## config.mk

```make
export PLATFORM = sky130hd
export DESIGN_NAME = ranked_insert_remove_buffer_top_flat
export DESIGN_NICKNAME = d
export VERILOG_FILES = /design/src/rtl/rirb_pkg.sv /design/src/rtl/rirb_in_if.sv /design/src/rtl/rirb_out_if.sv /design/src/rtl/ranked_insert_remove_buffer_top.sv /design/src/rtl/rirb_cell.sv /design/src/rtl/rirb_ctrl.sv /design/src/flat_wrapper.sv
export SDC_FILE = /design/constraint.sdc
export NUM_CORES = 1
export LEC_CHECK = 0
export BUFFER_PORTS_ARGS = -buffer_cell sky130_fd_sc_hd__buf_2
export CAP_MARGIN = 20
export CORE_MARGIN = 10
export CORE_UTILIZATION = 50
export DETAILED_ROUTE_END_ITERATION = 12
export PLACE_DENSITY = 0.72
export SYNTH_ARGS = -nofsm -noshare
export SYNTH_HDL_FRONTEND = slang
export SYNTH_SLANG_ARGS = --single-unit
```

## constraint.sdc

```tcl
create_clock -name clk -period 3.2 [get_ports clk]
set_clock_uncertainty 0.1 [all_clocks]
set_input_delay 0.64 -clock clk [delete_from_list [all_inputs] [get_ports clk]]
set_output_delay 0.64 -clock clk [all_outputs]
set_load 0.05 [all_outputs]
```

## src/rtl/rirb_pkg.sv

```systemverilog
// Package for the ranked insert/remove buffer.
// Holds field widths, mode and status codes, and the command struct that
// the controller broadcasts to the row of storage cells. No dependencies.
`default_nettype none

package rirb_pkg;

  localparam int MODE_W   = 2;
  localparam int RANK_W   = 4;
  localparam int DATA_W   = 8;
  localparam int COUNT_W  = 5;
  localparam int STATUS_W = 2;

  localparam int DEPTH_DEF = 16;

  localparam logic [MODE_W-1:0] MODE_READ    = 2'd0;
  localparam logic [MODE_W-1:0] MODE_INSERT  = 2'd1;
  localparam logic [MODE_W-1:0] MODE_REPLACE = 2'd2;
  localparam logic [MODE_W-1:0] MODE_REMOVE  = 2'd3;

  localparam logic [STATUS_W-1:0] ST_OK    = 2'd0;
  localparam logic [STATUS_W-1:0] ST_RANGE = 2'd1;
  localparam logic [STATUS_W-1:0] ST_FULL  = 2'd2;

  typedef struct packed {
    logic              ins;
    logic              rem;
    logic              wr;
    logic              rd;
    logic [RANK_W-1:0] rank;
    logic [DATA_W-1:0] value;
  } cmd_t;

endpackage

`default_nettype wire

```

## src/rtl/rirb_in_if.sv

```systemverilog
// Input channel of the ranked insert/remove buffer.
// Carries valid, ready and one operation beat; widths from rirb_pkg.
`default_nettype none

interface rirb_in_if;
  logic                          valid;
  logic                          ready;
  logic [rirb_pkg::MODE_W-1:0]   mode;
  logic [rirb_pkg::RANK_W-1:0]   rank;
  logic [rirb_pkg::DATA_W-1:0]   value;

  modport source (output valid, output mode, output rank, output value, input ready);
  modport sink (input valid, input mode, input rank, input value, output ready);
endinterface

`default_nettype wire

```

## src/rtl/rirb_out_if.sv

```systemverilog
// Result channel of the ranked insert/remove buffer.
// Carries valid, ready and one result beat; widths from rirb_pkg.
`default_nettype none

interface rirb_out_if;
  logic                            valid;
  logic                            ready;
  logic [rirb_pkg::DATA_W-1:0]     read_data;
  logic [rirb_pkg::COUNT_W-1:0]    count;
  logic [rirb_pkg::STATUS_W-1:0]   status;

  modport source (output valid, output read_data, output count, output status,
                  input ready);
  modport sink (input valid, input read_data, input count, input status,
                output ready);
endinterface

`default_nettype wire

```

## src/rtl/ranked_insert_remove_buffer_top.sv

```systemverilog
// Top level of the ranked insert/remove buffer: controller, row of storage
// cells and result register. Depends on rirb_pkg, rirb_in_if, rirb_out_if,
// rirb_ctrl and rirb_cell.
`default_nettype none

// The buffer takes one operation beat per clock cycle while the output is not
// stalled. Every cell of the row loads its new entry in the same cycle, so an
// insert or remove moves the whole list at once, and the result is registered
// when the beat is accepted. A new beat is taken whenever the output register
// is empty or is being emptied in the same cycle. Ranks reach the first sixteen
// entries; the count field shows the low five bits of the fill count.
module ranked_insert_remove_buffer_top #(
  parameter int DEPTH = rirb_pkg::DEPTH_DEF
) (
  input  wire logic   clk,
  input  wire logic   rst_n,
  rirb_in_if.sink     in_ch,
  rirb_out_if.source  out_ch
);

  localparam int FW    = $clog2(DEPTH + 1);
  localparam int CMP_W = (FW > rirb_pkg::RANK_W) ? FW : rirb_pkg::RANK_W;
  localparam int RD_N  = (DEPTH < 16) ? DEPTH : 16;
  localparam int RD_W  = (RD_N > 1) ? $clog2(RD_N) : 1;

  rirb_pkg::cmd_t                  cmd;
  logic [rirb_pkg::STATUS_W-1:0]   status;
  logic [rirb_pkg::COUNT_W-1:0]    count;
  logic [FW-1:0]                   fill;
  logic                            in_acc;
  logic [rirb_pkg::DATA_W-1:0]     cell_q [DEPTH];
  logic [rirb_pkg::DATA_W-1:0]     rd_word;

  logic                            out_valid_r;
  logic [rirb_pkg::DATA_W-1:0]     rd_r;
  logic [rirb_pkg::COUNT_W-1:0]    count_r;
  logic [rirb_pkg::STATUS_W-1:0]   status_r;

  assign in_ch.ready = !out_valid_r || out_ch.ready;
  assign in_acc      = in_ch.valid && in_ch.ready;

  rirb_ctrl #(
    .DEPTH (DEPTH),
    .FW    (FW),
    .CMP_W (CMP_W)
  ) u_ctrl (
    .clk    (clk),
    .rst_n  (rst_n),
    .accept (in_acc),
    .mode   (in_ch.mode),
    .rank   (in_ch.rank),
    .value  (in_ch.value),
    .cmd    (cmd),
    .status (status),
    .count  (count),
    .fill   (fill)
  );

  for (genvar g = 0; g < DEPTH; g++) begin : g_cell
    logic [rirb_pkg::DATA_W-1:0] left_d;
    logic [rirb_pkg::DATA_W-1:0] right_d;

    if (g == 0) begin : g_first
      assign left_d = '0;
    end else begin : g_mid_l
      assign left_d = cell_q[g-1];
    end

    if (g == DEPTH - 1) begin : g_last
      assign right_d = cell_q[g];
    end else begin : g_mid_r
      assign right_d = cell_q[g+1];
    end

    rirb_cell #(
      .IDX   (g),
      .CMP_W (CMP_W)
    ) u_cell (
      .clk        (clk),
      .cmd        (cmd),
      .left_data  (left_d),
      .right_data (right_d),
      .data_r     (cell_q[g])
    );
  end

  assign rd_word = cell_q[in_ch.rank[RD_W-1:0]];

  always_ff @(posedge clk) begin
    if (!rst_n) begin
      out_valid_r <= 1'b0;
    end else if (in_ch.ready) begin
      out_valid_r <= in_ch.valid;
    end
  end

  always_ff @(posedge clk) begin
    if (in_acc) begin
      rd_r     <= cmd.rd ? rd_word : '0;
      count_r  <= count;
      status_r <= status;
    end
  end

  assign out_ch.valid     = out_valid_r;
  assign out_ch.read_data = rd_r;
  assign out_ch.count     = count_r;
  assign out_ch.status    = status_r;

`ifndef SYNTHESIS
  a_fill_bound: assert property (@(posedge clk) disable iff (!rst_n)
    fill <= FW'(DEPTH))
    else $error("fill count above depth");

  a_ins_grows: assert property (@(posedge clk) disable iff (!rst_n)
    cmd.ins |=> fill == $past(fill) + FW'(1))
    else $error("insert did not grow the list");

  a_rem_shrinks: assert property (@(posedge clk) disable iff (!rst_n)
    cmd.rem |=> fill == $past(fill) - FW'(1))
    else $error("remove did not shrink the list");

  a_full_status: assert property (@(posedge clk) disable iff (!rst_n)
    in_acc && status == rirb_pkg::ST_FULL |-> fill == FW'(DEPTH))
    else $error("full status while list not full");

  a_err_no_op: assert property (@(posedge clk) disable iff (!rst_n)
    in_acc && status != rirb_pkg::ST_OK |-> !cmd.ins && !cmd.rem && !cmd.wr)
    else $error("rejected beat changed the list");
`endif

endmodule

`default_nettype wire

```

## src/rtl/rirb_cell.sv

```systemverilog
// One storage cell of the shift row: holds one entry and loads it from its
// left or right neighbor or from the broadcast command. Depends on rirb_pkg.
`default_nettype none

module rirb_cell #(
  parameter int IDX   = 0,
  parameter int CMP_W = 5
) (
  input  wire logic                        clk,
  input  wire rirb_pkg::cmd_t              cmd,
  input  wire logic [rirb_pkg::DATA_W-1:0] left_data,
  input  wire logic [rirb_pkg::DATA_W-1:0] right_data,
  output logic      [rirb_pkg::DATA_W-1:0] data_r
);

  localparam logic [CMP_W-1:0] MY_IDX = CMP_W'(IDX);

  logic [CMP_W-1:0]            rank_x;
  logic                        at_rank;
  logic                        above_rank;
  logic [rirb_pkg::DATA_W-1:0] data_nxt;

  assign rank_x     = CMP_W'(cmd.rank);
  assign at_rank    = (MY_IDX == rank_x);
  assign above_rank = (MY_IDX > rank_x);

  always_comb begin
    data_nxt = data_r;
    if (cmd.ins) begin
      if (above_rank) begin
        data_nxt = left_data;
      end else if (at_rank) begin
        data_nxt = cmd.value;
      end
    end else if (cmd.rem) begin
      if (above_rank || at_rank) begin
        data_nxt = right_data;
      end
    end else if (cmd.wr) begin
      if (at_rank) begin
        data_nxt = cmd.value;
      end
    end
  end

  always_ff @(posedge clk) begin
    data_r <= data_nxt;
  end

endmodule

`default_nettype wire

```

## src/rtl/rirb_ctrl.sv

```systemverilog
// Controller of the ranked insert/remove buffer: holds the fill count,
// checks rank and fullness, and drives the cell command. Depends on rirb_pkg.
`default_nettype none

module rirb_ctrl #(
  parameter int DEPTH = rirb_pkg::DEPTH_DEF,
  parameter int FW    = 5,
  parameter int CMP_W = 5
) (
  input  wire logic                          clk,
  input  wire logic                          rst_n,
  input  wire logic                          accept,
  input  wire logic [rirb_pkg::MODE_W-1:0]   mode,
  input  wire logic [rirb_pkg::RANK_W-1:0]   rank,
  input  wire logic [rirb_pkg::DATA_W-1:0]   value,
  output rirb_pkg::cmd_t                     cmd,
  output logic      [rirb_pkg::STATUS_W-1:0] status,
  output logic      [rirb_pkg::COUNT_W-1:0]  count,
  output logic      [FW-1:0]                 fill
);

  logic [FW-1:0]    fill_r;
  logic [FW-1:0]    fill_nxt;
  logic [CMP_W-1:0] rank_x;
  logic [CMP_W-1:0] fill_x;
  logic             is_full;
  logic             ok;

  assign rank_x  = CMP_W'(rank);
  assign fill_x  = CMP_W'(fill_r);
  assign is_full = (fill_r == FW'(DEPTH));

  always_comb begin
    status = rirb_pkg::ST_OK;
    case (mode)
      rirb_pkg::MODE_INSERT: begin
        if (rank_x > fill_x) begin
          status = rirb_pkg::ST_RANGE;
        end else if (is_full) begin
          status = rirb_pkg::ST_FULL;
        end
      end
      rirb_pkg::MODE_READ, rirb_pkg::MODE_REPLACE, rirb_pkg::MODE_REMOVE: begin
        if (!(rank_x < fill_x)) begin
          status = rirb_pkg::ST_RANGE;
        end
      end
      default: status = rirb_pkg::ST_RANGE;
    endcase
  end

  assign ok = accept && (status == rirb_pkg::ST_OK);

  always_comb begin
    cmd.ins   = ok && (mode == rirb_pkg::MODE_INSERT);
    cmd.rem   = ok && (mode == rirb_pkg::MODE_REMOVE);
    cmd.wr    = ok && (mode == rirb_pkg::MODE_REPLACE);
    cmd.rd    = ok && (mode == rirb_pkg::MODE_READ);
    cmd.rank  = rank;
    cmd.value = value;
  end

  always_comb begin
    fill_nxt = fill_r;
    if (cmd.ins) begin
      fill_nxt = fill_r + FW'(1);
    end else if (cmd.rem) begin
      fill_nxt = fill_r - FW'(1);
    end
  end

  always_ff @(posedge clk) begin
    if (!rst_n) begin
      fill_r <= '0;
    end else begin
      fill_r <= fill_nxt;
    end
  end

  assign count = rirb_pkg::COUNT_W'(fill_nxt);
  assign fill  = fill_r;

endmodule

`default_nettype wire
```

## src/flat_wrapper.sv

```systemverilog
// flat-port wrapper written by rule: the top's interface ports become plain ports
module ranked_insert_remove_buffer_top_flat 
#(
  parameter int DEPTH = rirb_pkg::DEPTH_DEF
)
  (clk, rst_n, in_ch_valid, in_ch_mode, in_ch_rank, in_ch_value, in_ch_ready, out_ch_valid, out_ch_read_data, out_ch_count, out_ch_status, out_ch_ready);
  rirb_in_if in_ch_i ();
  rirb_out_if out_ch_i ();
  input  wire logic clk;
  input  wire logic rst_n;
  input wire logic [$bits(in_ch_i.valid)-1:0] in_ch_valid;
  input wire logic [$bits(in_ch_i.mode)-1:0] in_ch_mode;
  input wire logic [$bits(in_ch_i.rank)-1:0] in_ch_rank;
  input wire logic [$bits(in_ch_i.value)-1:0] in_ch_value;
  output wire logic [$bits(in_ch_i.ready)-1:0] in_ch_ready;
  output wire logic [$bits(out_ch_i.valid)-1:0] out_ch_valid;
  output wire logic [$bits(out_ch_i.read_data)-1:0] out_ch_read_data;
  output wire logic [$bits(out_ch_i.count)-1:0] out_ch_count;
  output wire logic [$bits(out_ch_i.status)-1:0] out_ch_status;
  input wire logic [$bits(out_ch_i.ready)-1:0] out_ch_ready;
  assign in_ch_i.valid = in_ch_valid;
  assign in_ch_i.mode = in_ch_mode;
  assign in_ch_i.rank = in_ch_rank;
  assign in_ch_i.value = in_ch_value;
  assign in_ch_ready = in_ch_i.ready;
  assign out_ch_valid = out_ch_i.valid;
  assign out_ch_read_data = out_ch_i.read_data;
  assign out_ch_count = out_ch_i.count;
  assign out_ch_status = out_ch_i.status;
  assign out_ch_i.ready = out_ch_ready;
  ranked_insert_remove_buffer_top #(.DEPTH(DEPTH)) u_core (.clk(clk), .rst_n(rst_n), .in_ch(in_ch_i), .out_ch(out_ch_i));
endmodule
```

== After elaboration in Yosys (flattened, before gate mapping) ==
Index checks and enable logic that the tools add are counted.
Operators by class
  add/sub/neg operators: 2
  order comparisons: 19
  equal/unequal tests: 35
  muxes and demuxes: 104
  bitwise gates (word level): 1
  reduce and logical (&&, ||, !) cells: 45
Operators by type and width (count)
  $mux 8: 97
  $ne 3x2->1 const B: 15
  $bmux 8 s4: 1
  $eq 4x4->1 const A: 8
  $gt 4x4->1 const A: 8
  $reduce_and 2->1: 16
  $eq 3x4->1 const A: 4
  $gt 3x4->1 const A: 4
  $logic_or 1x1->1: 16
  $mux 5: 2
  $eq 2x4->1 const A: 2
  $gt 1x4->1 const A: 2
  $gt 2x4->1 const A: 2
  $logic_and 1x1->1: 6
  $add 5x1->5 const B: 1
  $eq 5x5->1 const B: 1
  $ge 5x5->1 const B: 1
  $gt 4x5->1: 1
  $logic_not 5->1: 1
  $lt 4x5->1: 1
  $not 4->5: 1
  $sub 5x1->5 const B: 1
  $eq 1x4->1 const A: 1
  $eq 2x2->1 const B: 2
  10 further kinds: 12
Word-level totals
  register bits: 149
  input port bits: 18

== Longest topological paths before layout ==
Gate-level depths: netlist of run 1.
  depth after elaboration: 10
  gate-level depth with buffers: 12

== Cells and area by module ==
From an unflattened synthesis of run 1, not the netlist that was laid out.
Second synthesis, totals
  cells, all modules: 1414
  area total of the unflattened synthesis: 13847.0 µm²
By module, submodules not included
  ranked_insert_remove_buffer_top: times used 1, cells each 101, area an instance 1622.8 µm², sequential area each 470.5 µm²
  rirb_cell (u_core.g_cell[6].u_cell): times used 1, cells each 111, area an instance 869.6 µm², sequential area each 240.2 µm²
  rirb_cell (u_core.g_cell[13].u_cell): times used 1, cells each 96, area an instance 864.6 µm², sequential area each 240.2 µm²
  rirb_cell (u_core.g_cell[14].u_cell): times used 1, cells each 80, area an instance 845.8 µm², sequential area each 240.2 µm²
  rirb_cell (u_core.g_cell[2].u_cell): times used 1, cells each 95, area an instance 827.0 µm², sequential area each 240.2 µm²
  rirb_cell (u_core.g_cell[8].u_cell): times used 1, cells each 87, area an instance 799.5 µm², sequential area each 240.2 µm²
  rirb_cell (u_core.g_cell[12].u_cell): times used 1, cells each 88, area an instance 784.5 µm², sequential area each 240.2 µm²
  rirb_cell (u_core.g_cell[1].u_cell): times used 1, cells each 87, area an instance 768.2 µm², sequential area each 240.2 µm²
  rirb_cell (u_core.g_cell[3].u_cell): times used 1, cells each 78, area an instance 754.5 µm², sequential area each 240.2 µm²
  rirb_cell (u_core.g_cell[7].u_cell): times used 1, cells each 76, area an instance 716.9 µm², sequential area each 240.2 µm²
  rirb_cell (u_core.g_cell[4].u_cell): times used 1, cells each 81, area an instance 704.4 µm², sequential area each 240.2 µm²
  rirb_cell (u_core.g_cell[11].u_cell): times used 1, cells each 65, area an instance 690.7 µm², sequential area each 240.2 µm²
  rirb_ctrl: times used 1, cells each 77, area an instance 680.7 µm², sequential area each 100.1 µm²
  rirb_cell (u_core.g_cell[9].u_cell): times used 1, cells each 65, area an instance 653.1 µm², sequential area each 240.2 µm²
  4 more rows

== Worst setup path after synthesis of run 1 ==
No wires, ideal clock.
  kind: input -> register
  start: in in_ch_rank[0]
  end: reg u_core.g_cell[5].u_cell.data_r[0] (netlist bit), enable pin
  library setup time: 0.375 ns
  arrival: 2.648 ns
  slack: 0.076 ns
  cell stages on the path: 9
  buffers on the path: 3
  cells stage by stage: buf_4 > buf_4 > inv_1 > ha_1 > nand2_1 > o32ai_4 > o211ai_1 > clkbuf_1 > a21oi_1
On the way
  word-level cells in the longest chain between the ends: 8
RTL lines
  start, declared: RTL line flat_wrapper.sv:13  | input wire logic [$bits(in_ch_i.rank)-1:0] in_ch_rank;
  $lt 4x5->1 / $gt 4x5->1 (equally long branches): RTL line rirb_ctrl.sv:44, rirb_ctrl.sv:37
  $mux 1 / $mux 2 (equally long branches): RTL line rirb_ctrl.sv:44, rirb_ctrl.sv:37
  $pmux 2 s2: RTL line rirb_ctrl.sv:35  | case (mode)
  $logic_not 2->1: RTL line rirb_ctrl.sv:52  | assign ok = accept && (status == rirb_pkg::ST_OK);
  $logic_and 1x1->1: RTL line rirb_ctrl.sv:52
  $logic_and 1x1->1 (on tied branches): RTL line rirb_ctrl.sv:56, rirb_ctrl.sv:55, rirb_ctrl.sv:57
  $ne 3x2->1 (no line) / $reduce_bool 3->1 (equally long branches)
  $reduce_and 2->1 (no line) (*)
  end signal, assigned: RTL line rirb_cell.sv:47  | data_r <= data_nxt;
  end, declared: RTL line rirb_cell.sv:13  | output logic [rirb_pkg::DATA_W-1:0] data_r
Every way passes the cells marked *; elsewhere a longest branch is shown, timed or not.
A chain may end at the register's enable or synchronous reset.

== Final worst setup path of run 1 ==
  start: reg u_core.u_ctrl.fill_r[0] (netlist: u_core.u_ctrl.fill[0])
  end: reg u_core.g_cell[13].u_cell.data_r[6] (netlist bit) (data pin)
On the way
  word-level cells in the longest chain between the ends: 9
RTL lines
  start, declared: RTL line rirb_ctrl.sv:22  | logic [FW-1:0] fill_r;
  start signal, assigned: RTL line rirb_ctrl.sv:76  | fill_r <= fill_nxt;
  parallel branches: the longest is 3 deep, another holds $lt 4x5->1
  $pmux 2 s2 (*): RTL line rirb_ctrl.sv:35
  $logic_not 2->1 (*): RTL line rirb_ctrl.sv:52
  $logic_and 1x1->1 (*): RTL line rirb_ctrl.sv:52
  $logic_and 1x1->1: RTL line rirb_ctrl.sv:56  | cmd.rem = ok && (mode == rirb_pkg::MODE_REMOVE);
  $mux 8: RTL line rirb_cell.sv:35  | end else if (cmd.rem) begin
  $mux 8 (*): RTL line rirb_cell.sv:29  | if (cmd.ins) begin
  named net u_core.g_cell[13].u_cell.data_nxt (one bit): RTL line rirb_cell.sv:21  | logic [rirb_pkg::DATA_W-1:0] data_nxt;
  end signal, assigned: RTL line rirb_cell.sv:47
  end, declared: RTL line rirb_cell.sv:13
Mark *: on every way through the listed nets, which the timed path passes.

==> results of run 1 <==
[sequential cells by signal, indices dropped and copies added (netlist names)]
signal,cells
u_core.g_cell.u_cell.data_r,128
u_core.out_ch.count,5
u_core.out_ch.read_data,8
u_core.out_ch.status,2
u_core.out_ch.valid,1
u_core.u_ctrl.fill,5
[cell usage after synthesis (3+ instances only)]
library cell  number
a211oi_1           8
a211oi_2           4
a211oi_4           4
a21oi_1           28
a221o_1            8
a22oi_1          112
a31oi_1           32
and2_1             5
buf_1              4
buf_2             18
buf_4              3
clkbuf_1          57
dfxtp_1            6
edfxtp_1         143
ha_1               7
inv_1             10
mux2_2            24
mux2i_1          130
mux4_2            24
nand2_1           26
nand2b_1          10
nand3_1            3
nand4_1            9
nor2_1            42
nor2_2             7
nor2b_1            4
nor3_1             5
nor3_4             6
o21ai_0           19
o22ai_1           88
o311a_1            8
o31a_1             8
or2_2              4
[kinds of logic after synthesis]
group / count (synthesis) / share of synthesized area
multiplexers: 178 / 0.209
buffers and inverters: 95 / 0.0401
AO/OA/AOI/OAI: 325 / 0.229
AND/OR/NAND/NOR: 132 / 0.0735
adder cells (fa/ha/maj): 7 / 0.00867
XOR/XNOR: 3 / 0.00260
flip-flops: 149 / 0.437
[metal layers]
metal / vias to the layer above / GRT usage
li1: 3712 / -
met1: 4178 / 0.321
met2: 663 / 0.348
met3: 81 / 0.0622
met4: 0 / 0.108
met5: - / 0
[layout make-up]
cell class                      count  area share
Tap cell                          265      0.0293
Clock inverter                     12      0.0138
Antenna cell                        1    0.000221
Inverter                           11     0.00365
Multi-Input combinational cell    645       0.468
Clock buffer                       18      0.0379
Sequential cell                   149       0.390
Timing Repair Buffer               93      0.0575
[worst paths after layout]
kind                               from                            endpoint  slack (ns)  depth (start not counted)
hold reg to reg   u_core.u_ctrl.fill[2]               u_core.u_ctrl.fill[2]        0.43                          2
hold / removal              in_ch_valid                 u_core.out_ch.valid        0.38                          3
setup / recovery  u_core.u_ctrl.fill[0]  u_core.g_cell[13].u_cell.data_r[6]        0.35                          7
setup reg to reg  u_core.u_ctrl.fill[0]  u_core.g_cell[13].u_cell.data_r[6]        0.35                          7
[power breakdown]
part           internal, uW  switching (uW)  leakage (uW)  total, uW
combinational           349             599       0.00210        948
sequential             2270             107       0.00137       2380
clock                  1220             833      0.000276       2050
[worst min-delay path, delay by kind of cell]
kind / cells / cell delay, ns
compound gates: 1 / 0.06
buf+inv: 2 / 0.16
[per-stage QoR]
step | setup slack, ns | cell area, um^2 | hold WS, ns
6_report | 0.345 | 11300 | 0.384
5_1_grt | 0.194 | 11300 | 0.390
4_1_cts | 0.379 | 11300 | 0.373
3_5_place_dp | 0.146 | 10700 | 0.411
3_3_place_gp | 0.120 | 10700 | 0.414
2_1_floorplan | 0.0762 | 10100 | 0.378
==> results_dict.tcl, run 1 <==
set metrics [dict create \
    drt-total-wl_um 31400 \
    routed-via-count 8634 \
    initial_core_util 0.514 \
    rows 51 \
    wl_met3_um 3780 \
    cp.required_ns 3.25 \
    crit_family "compound AO/OA/AOI/OAI gates" \
    io_buffers 34 \
    max_freq_mhz 350 \
    peakVddDrop_v 0.000302 \
    min_period_ns 2.85 \
    grt_max_degree 100 \
    final_cell_mix "143 x edfxtp_1, 130 x mux2i_1, 112 x a22oi_1" \
    yosysWarnings 0 \
    grt_use_total 0.237 \
    endpoint_kind "register" \
    dp_cells 1163 \
    routed.top_layer "met4" \
    synth_enable_flop_cells 143 \
    layout.nets 942 \
    drc_errors 0 \
    crit_arrival_ns 2.91 \
    setup_viol 0 \
    tightest_slew_ns 0.750 \
    die_x_um 162 \
    worstPathCellList "inv_1, ha_1, nand4bb_1, o211a_1, nand2_2, a211oi_2, o22ai_1" \
    hold_class "input port to register" \
    seq_area_um2 4410 \
    clockBufferDepth 2 \
    vias_per_cell 7.23 \
    syn_area_um2 10100 \
    cts_made_buffers 17 \
    die_y_um 162 \
    area_growth_pct 12.0 \
    cts_sinks 149 \
    cts.htree.levels 4 \
    synthFlopType "edfxtp_1" \
    status "finished clean" \
    place_congestion 0.872 \
    first_pass_iters 6 \
    io_pins 35 \
    grt_remaining_overflow 0 \
    antenna_found_initial 1 \
    final_antenna_net_count 0 \
    cp_slowest_cell "a211oi_2" \
    cts_root_buffer "clkbuf_16" \
    slowest_delay_ns 0.62 \
    fin_util 0.576 \
    power_leakage_uw 0.00375 \
    cts-hold-fix-buffers 0 \
    worstSetupPathType "register to register" \
    place.detailed.hpwl_um 21700 \
    avgSynthCellArea_um2 11.4 \
    synth_async_sr_flop_share 0 \
    syn_nets 914 \
    synthDistinctLibCells 52 \
    post_cts_resize_count 0 \
    synth_seq_cells 149 \
    total_power_uw 5380 \
    multi_input_area_um2 5300 \
    maxCapViolations 0 \
    synth_top_cells_by_area "edfxtp_1 42%, mux2i_1 13%, a22oi_1 8.3%" \
    final_common_cell "edfxtp_1" \
    rsz0062_at_grt "false" \
    drive_above_1_share 0.220 \
    fillCellCount 1654 \
    cts_tree "done" \
    ys_seq_area_frac 0.437 \
    die-area_um2 26300 \
    synth_top_area_frac 0.425 \
    crit_buf_inv 1 \
    cp-start-kind "register" \
    relSlewSlack 0.500 \
    met1_length_um 12600 \
    finalCritPeriodShare 0.892 \
    final_max_slew_viol_count 0 \
    fin_cells 1194 \
    yosysTopAreaCell "edfxtp_1" \
    clk_latency_ns 0.44 \
    grt_pass1_vias 8326 \
    hold_viol_final 0 \
    synth_cells 889 \
    grt_first_pass_wirelength_um 49400 \
    core_region_area_um2 19700 \
    drtIter0Drc 1138 \
    post_drt_wl_per_cell_um 26.3 \
    powerDensity_nw_per_um2 475 \
    met2_length_um 13700 \
    finalSetupTns_ns 0 \
    path_clk_slew_ns 0.06 \
    cts_setup_buffers 0 \
    cp_max_fo 13 \
]
No activity file was read; power rests on OpenSTA's default activity.
==> run 2: changes to the inputs <==
Clock period 3.2 ns to 2.5 ns, I/O delays scaled along.
==> run 2 against run 1 <==
Sequential cell count unchanged. Critical path depth up 2. Clock power grew 20%. Die area unchanged. Combinational power rose by 47%. Setup slack got worse by 0.30 ns. Global-route usage up 1.1 points. Largest cell class unchanged. Largest power group unchanged.
==> results_dict.tcl, run 2 (synthesis results as in run 1) <==
set metrics [dict create \
    status "finished clean" \
    largest_reg_flops 128 \
    place.detailed.hpwl_um 23100 \
    place_congestion 0.942 \
    startpoint "u_core.u_ctrl.fill[3]" \
    grt_pass1_vias 8425 \
    dp_cells 1207 \
    cts_root_buffer "clkbuf_16" \
    drtIter0Drc 1427 \
    crit_arrival_ns 2.51 \
    post-route-cell-area_um2 12200 \
    io_pins 35 \
    drt-total-wl_um 33600 \
    cp.required_ns 2.55 \
    peakVddDrop_v 0.000446 \
    cts_made_buffers 17 \
    die-area_um2 26300 \
    clockBufferDepth 2 \
    fillCellCount 1566 \
    holdWs_ns 0.212 \
    worstSetupPathType "register to register" \
    clk_latency_ns 0.45 \
    core_region_area_um2 19700 \
    ff2ff_path_depth 9 \
    r2r_end "u_core.g_cell[8].u_cell.data_r[2]" \
    finalCritPeriodShare 0.981 \
    routed-via-count 8999 \
    layout_setup_ws_ns 0.0470 \
    grt_max_degree 53 \
    grt_remaining_overflow 0 \
    dp_slack_ns -0.173 \
    layout.nets 995 \
    cp_max_fo 8 \
    setup_viol 0 \
    io_buffers 34 \
    final_max_slew_viol_count 0 \
    final_cell_mix "143 x edfxtp_1, 130 x mux2i_1, 112 x a22oi_1" \
    hold_viol_final 0 \
    post_drt_wl_per_cell_um 26.9 \
    cp-start-kind "register" \
    largest_register "u_core.g_cell.u_cell.data_r" \
    cts.htree.levels 4 \
    power_leakage_uw 0.00410 \
    max_freq_mhz 408 \
    rsz0062_at_grt "true" \
    drc_errors 0 \
    cts_sinks 149 \
    hold_class "input port to register" \
    place_area_um2 11400 \
    drive_above_1_share 0.295 \
    min_period_ns 2.45 \
    maxCapViolations 0 \
    path_clk_slew_ns 0.07 \
    endpoint "u_core.g_cell[8].u_cell.data_r[2]" \
    powerDensity_nw_per_um2 567 \
    relSlewSlack 0.571 \
    fin_cells 1248 \
    initial_core_util 0.514 \
    die_x_um 162 \
    endpoint_kind "register" \
    tightest_slew_ns 0.643 \
    fin_util 0.620 \
    antenna_found_initial 0 \
    r2r-start "u_core.u_ctrl.fill[3]" \
    die_y_um 162 \
    final_antenna_net_count 0 \
    area_growth_pct 20.5 \
    grt_use_total 0.248 \
    first_pass_iters 6 \
    antenna_cells 0 \
    cts_tree "done" \
    rows 51 \
    rrSetupSlack_ns 0.05 \
    grt_first_pass_wirelength_um 51200 \
    vias_per_cell 7.21 \
    final_common_cell "edfxtp_1" \
]
[run 2: power breakdown]
part | switching [uW] | total [uW] | internal (uW)
clock network | 1170 | 2460 | 1290
logic | 827 | 1390 | 565
registers | 148 | 3050 | 2900
total | 2140 | 6900 | 4760
[run 2: how the worst min path moves through the flow]
stage | start | endpoint | slack (ns) | depth (start not counted)
after floorplan | u_core.u_ctrl.fill[2] | u_core.u_ctrl.fill[2] | 0.38 | 2
after global placement | u_core.out_ch.valid | u_core.out_ch.valid | 0.40 | 2
after detailed placement | u_core.out_ch.valid | u_core.out_ch.valid | 0.41 | 2
after CTS | in_ch_valid | u_core.out_ch.valid | 0.20 | 3
after global routing | in_ch_valid | u_core.out_ch.valid | 0.21 | 3
final | in_ch_valid | u_core.out_ch.valid | 0.21 | 3
[run 2: through the flow]
stage | total power, uW | TNS [ns]
global route | 7090 | -1.46
global placement | 4380 | -6.28
finish | 6900 | 0
floorplan | 3910 | -17.61
detailed placement | 4410 | -16.02
CTS | 6820 | 0
[run 2: metal layers]
layer  wire length, um  up-vias  share of wire  track usage
li1                  -     3812              -            -
met1             13300     4431           0.40        0.339
met2             15200      659           0.45        0.376
met3              3880       97           0.12       0.0526
met4              1260        0          0.037       0.0993
met5                 0        -              0            0
[run 2: layout make-up]
class	instances	area (um^2)	share of cell area
Sequential cell	149	4420	0.363
Inverter	11	51.3	0.00421
Clock inverter	15	123	0.0101
Tap cell	265	332	0.0272
Timing Repair Buffer	146	1320	0.108
Clock buffer	17	425	0.0349
Multi-Input combinational cell	645	5510	0.452
[run 2: what timing repair did]
action	4_1_cts	5_1_grt
setup buffers	0	8
resized for setup	0	26
setup endpoints to repair	0	170
hold buffers	0	0
endpoints found under the hold margin	0	0
[run 2: worst max-delay path, stage by stage (launching register included)]
cell and delay (ns):
dfxtp_2 0.36, inv_4 0.05, ha_4 0.25, nand3b_1 0.15, o32ai_4 0.41, o211ai_1 0.15, buf_4 0.19, clkbuf_16 0.17
a31oi_4 0.16, buf_6 0.17
==> run 3: changes to the inputs <==
Settings changed: CORE_UTILIZATION 50 to 40, PLACE_DENSITY 0.72 to 0.61.
==> run 3 against run 2 <==
Non-clock buffer count rose by 6. Die area grew 22%. Routed wire length increased by 3.7%. Critical path depth stayed put. Utilization shrank 13 points. Sequential cell count did not move. Register-to-register slack better by 0.02 ns. Via count shrank 1.9%. Sequential share of layout area shrank 0.25 points. Sequential power is essentially flat. Setup slack improved by 0.015 ns. Global-route usage down 3.5 points. Critical endpoint is now u_core.out_ch.read_data[7]. Largest cell class unchanged. Largest power group unchanged.
==> results_dict.tcl, run 3 (synthesis results as in run 1) <==
set metrics [dict create \
    antenna_found_initial 1 \
    cts-hold-fix-buffers 0 \
    grt_pass1_vias 8196 \
    fin_cells 1320 \
    vias_per_cell 6.69 \
    final_cell_mix "143 x edfxtp_1, 130 x mux2i_1, 112 x a22oi_1" \
    powerDensity_nw_per_um2 575 \
    cts_made_buffers 17 \
    clk_latency_ns 0.44 \
    startpoint "u_core.u_ctrl.fill[3]" \
    io_buffers 34 \
    clockBufferDepth 2 \
    total_power_uw 7040 \
    cp_max_fo 8 \
    core_region_area_um2 25000 \
    die_x_um 179 \
    power_frac_comb 0.195 \
    min_period_ns 2.44 \
    endpoint_kind "register" \
    drt-total-wl_um 34800 \
    p_switching_uw 2170 \
    cts_sinks 149 \
    setup_viol 0 \
    power_frac_seq 0.433 \
    hold_class "input port to register" \
    hold_viol_final 0 \
    finalCritPeriodShare 0.975 \
    largest_reg_flops 128 \
    cp.required_ns 2.61 \
    final_antenna_net_count 0 \
    routed-via-count 8832 \
    drive_above_1_share 0.293 \
    rows 58 \
    grt_remaining_overflow 0 \
    min_from "in_ch_valid" \
    r2r-start "u_core.u_ctrl.fill[3]" \
    io_pins 35 \
    holdWs_ns 0.218 \
    cts_root_buffer "clkbuf_16" \
    peakVddDrop_v 0.000398 \
    power_leakage_uw 0.00412 \
    fin_util 0.490 \
    final_common_cell "edfxtp_1" \
    seq_area_um2 4420 \
    cts_tree "done" \
    first_pass_iters 6 \
    max_freq_mhz 410 \
    maxCapViolations 0 \
    path_clk_slew_ns 0.07 \
    tightest_slew_ns 0.696 \
    rsz0062_at_grt "true" \
    relSlewSlack 0.534 \
    cts.htree.levels 4 \
    cp-start-kind "register" \
    grt_first_pass_wirelength_um 52200 \
    final_max_slew_viol_count 0 \
    grt_max_degree 48 \
    largest_register "u_core.g_cell.u_cell.data_r" \
    layout.nets 1002 \
    worstSetupPathType "register to register" \
    fillCellCount 2249 \
    area_growth_pct 21.3 \
    multi_input_area_um2 5470 \
    post_drt_wl_per_cell_um 26.4 \
    clkPwrFrac 0.372 \
    antenna_cells 0 \
    initial_core_util 0.404 \
    p_int_uw 4880 \
    drtIter0Drc 1368 \
    place.detailed.hpwl_um 24600 \
    grt_use_total 0.213 \
    status "finished clean" \
    die_y_um 179 \
    switching_share 0.308 \
    dp_cells 1286 \
    crit_arrival_ns 2.55 \
    drc_errors 0 \
    die-area_um2 32000 \
    place_congestion 0.900 \
]
[run 3: cell count changes in the layout (fill, tap and decap cells not counted), moves of 2 or more]
cell and change:
dfxtp_2 -2, buf_6 -2, buf_4 +10, inv_1 +2, dfxtp_1 +2, inv_6 -2
a31oi_4 -3, a31oi_2 +2
[run 3: layout make-up]
type / instances / share of cell area
clock buffers: 18 / 0.0358
clock inverters: 14 / 0.0114
inverters: 11 / 0.00398
multi-input cells: 646 / 0.446
flip-flops and latches: 149 / 0.360
well taps: 330 / 0.0337
repair buffers: 152 / 0.108
[run 3: path summary, 6_finish.rpt]
kind	slack, ns	cells past startpoint	endpoint
max	0.06	9	u_core.out_ch.read_data[7]
min	0.22	3	u_core.out_ch.valid
min reg2reg	0.42	2	u_core.out_ch.valid
max reg2reg	0.06	9	u_core.out_ch.read_data[7]
[run 3: metal layers]
layer  wire length, um  vias to the layer above  track usage
met5                16                        -            0
met4              1070                        2       0.0779
met3              2990                       79       0.0345
met2             15800                      546        0.325
met1             14900                     4377        0.299
li1                  -                     3828            -
[run 3: power groups by stage]
stage	Combinational, uW	Sequential, uW	Clock [uW]
after global placement	1320	3090	0
final	1380	3050	2620
after floorplan	831	3080	0
after detailed placement	1330	3090	0
after global routing	1460	3060	2730
after CTS	1340	3040	2630
[run 3: timing repair]
action	CTS	global route
endpoints found under the setup margin	0	48
gates resized for setup	0	11
setup buffers	0	1
[run 3: stage by stage]
stage	worst slack [ns]	setup TNS (ns)	area (um^2)
2_1_floorplan	-0.178	-17.61	10300
3_3_place_gp	-0.271	-7.02	11600
3_5_place_dp	-0.264	-10.79	11600
4_1_cts	0.0349	0	12200
5_1_grt	-0.0346	-1.03	12300
6_report	0.0621	0	12300
[run 3: critical path, cell delays in order, from the launching register on]
cell,delay (ns)
dfxtp_1,0.33
inv_1,0.10
ha_4,0.28
nand3b_1,0.14
o32ai_4,0.34
buf_4,0.19
buf_4,0.15
nand3_1,0.07
buf_4,0.17
a31oi_1,0.33
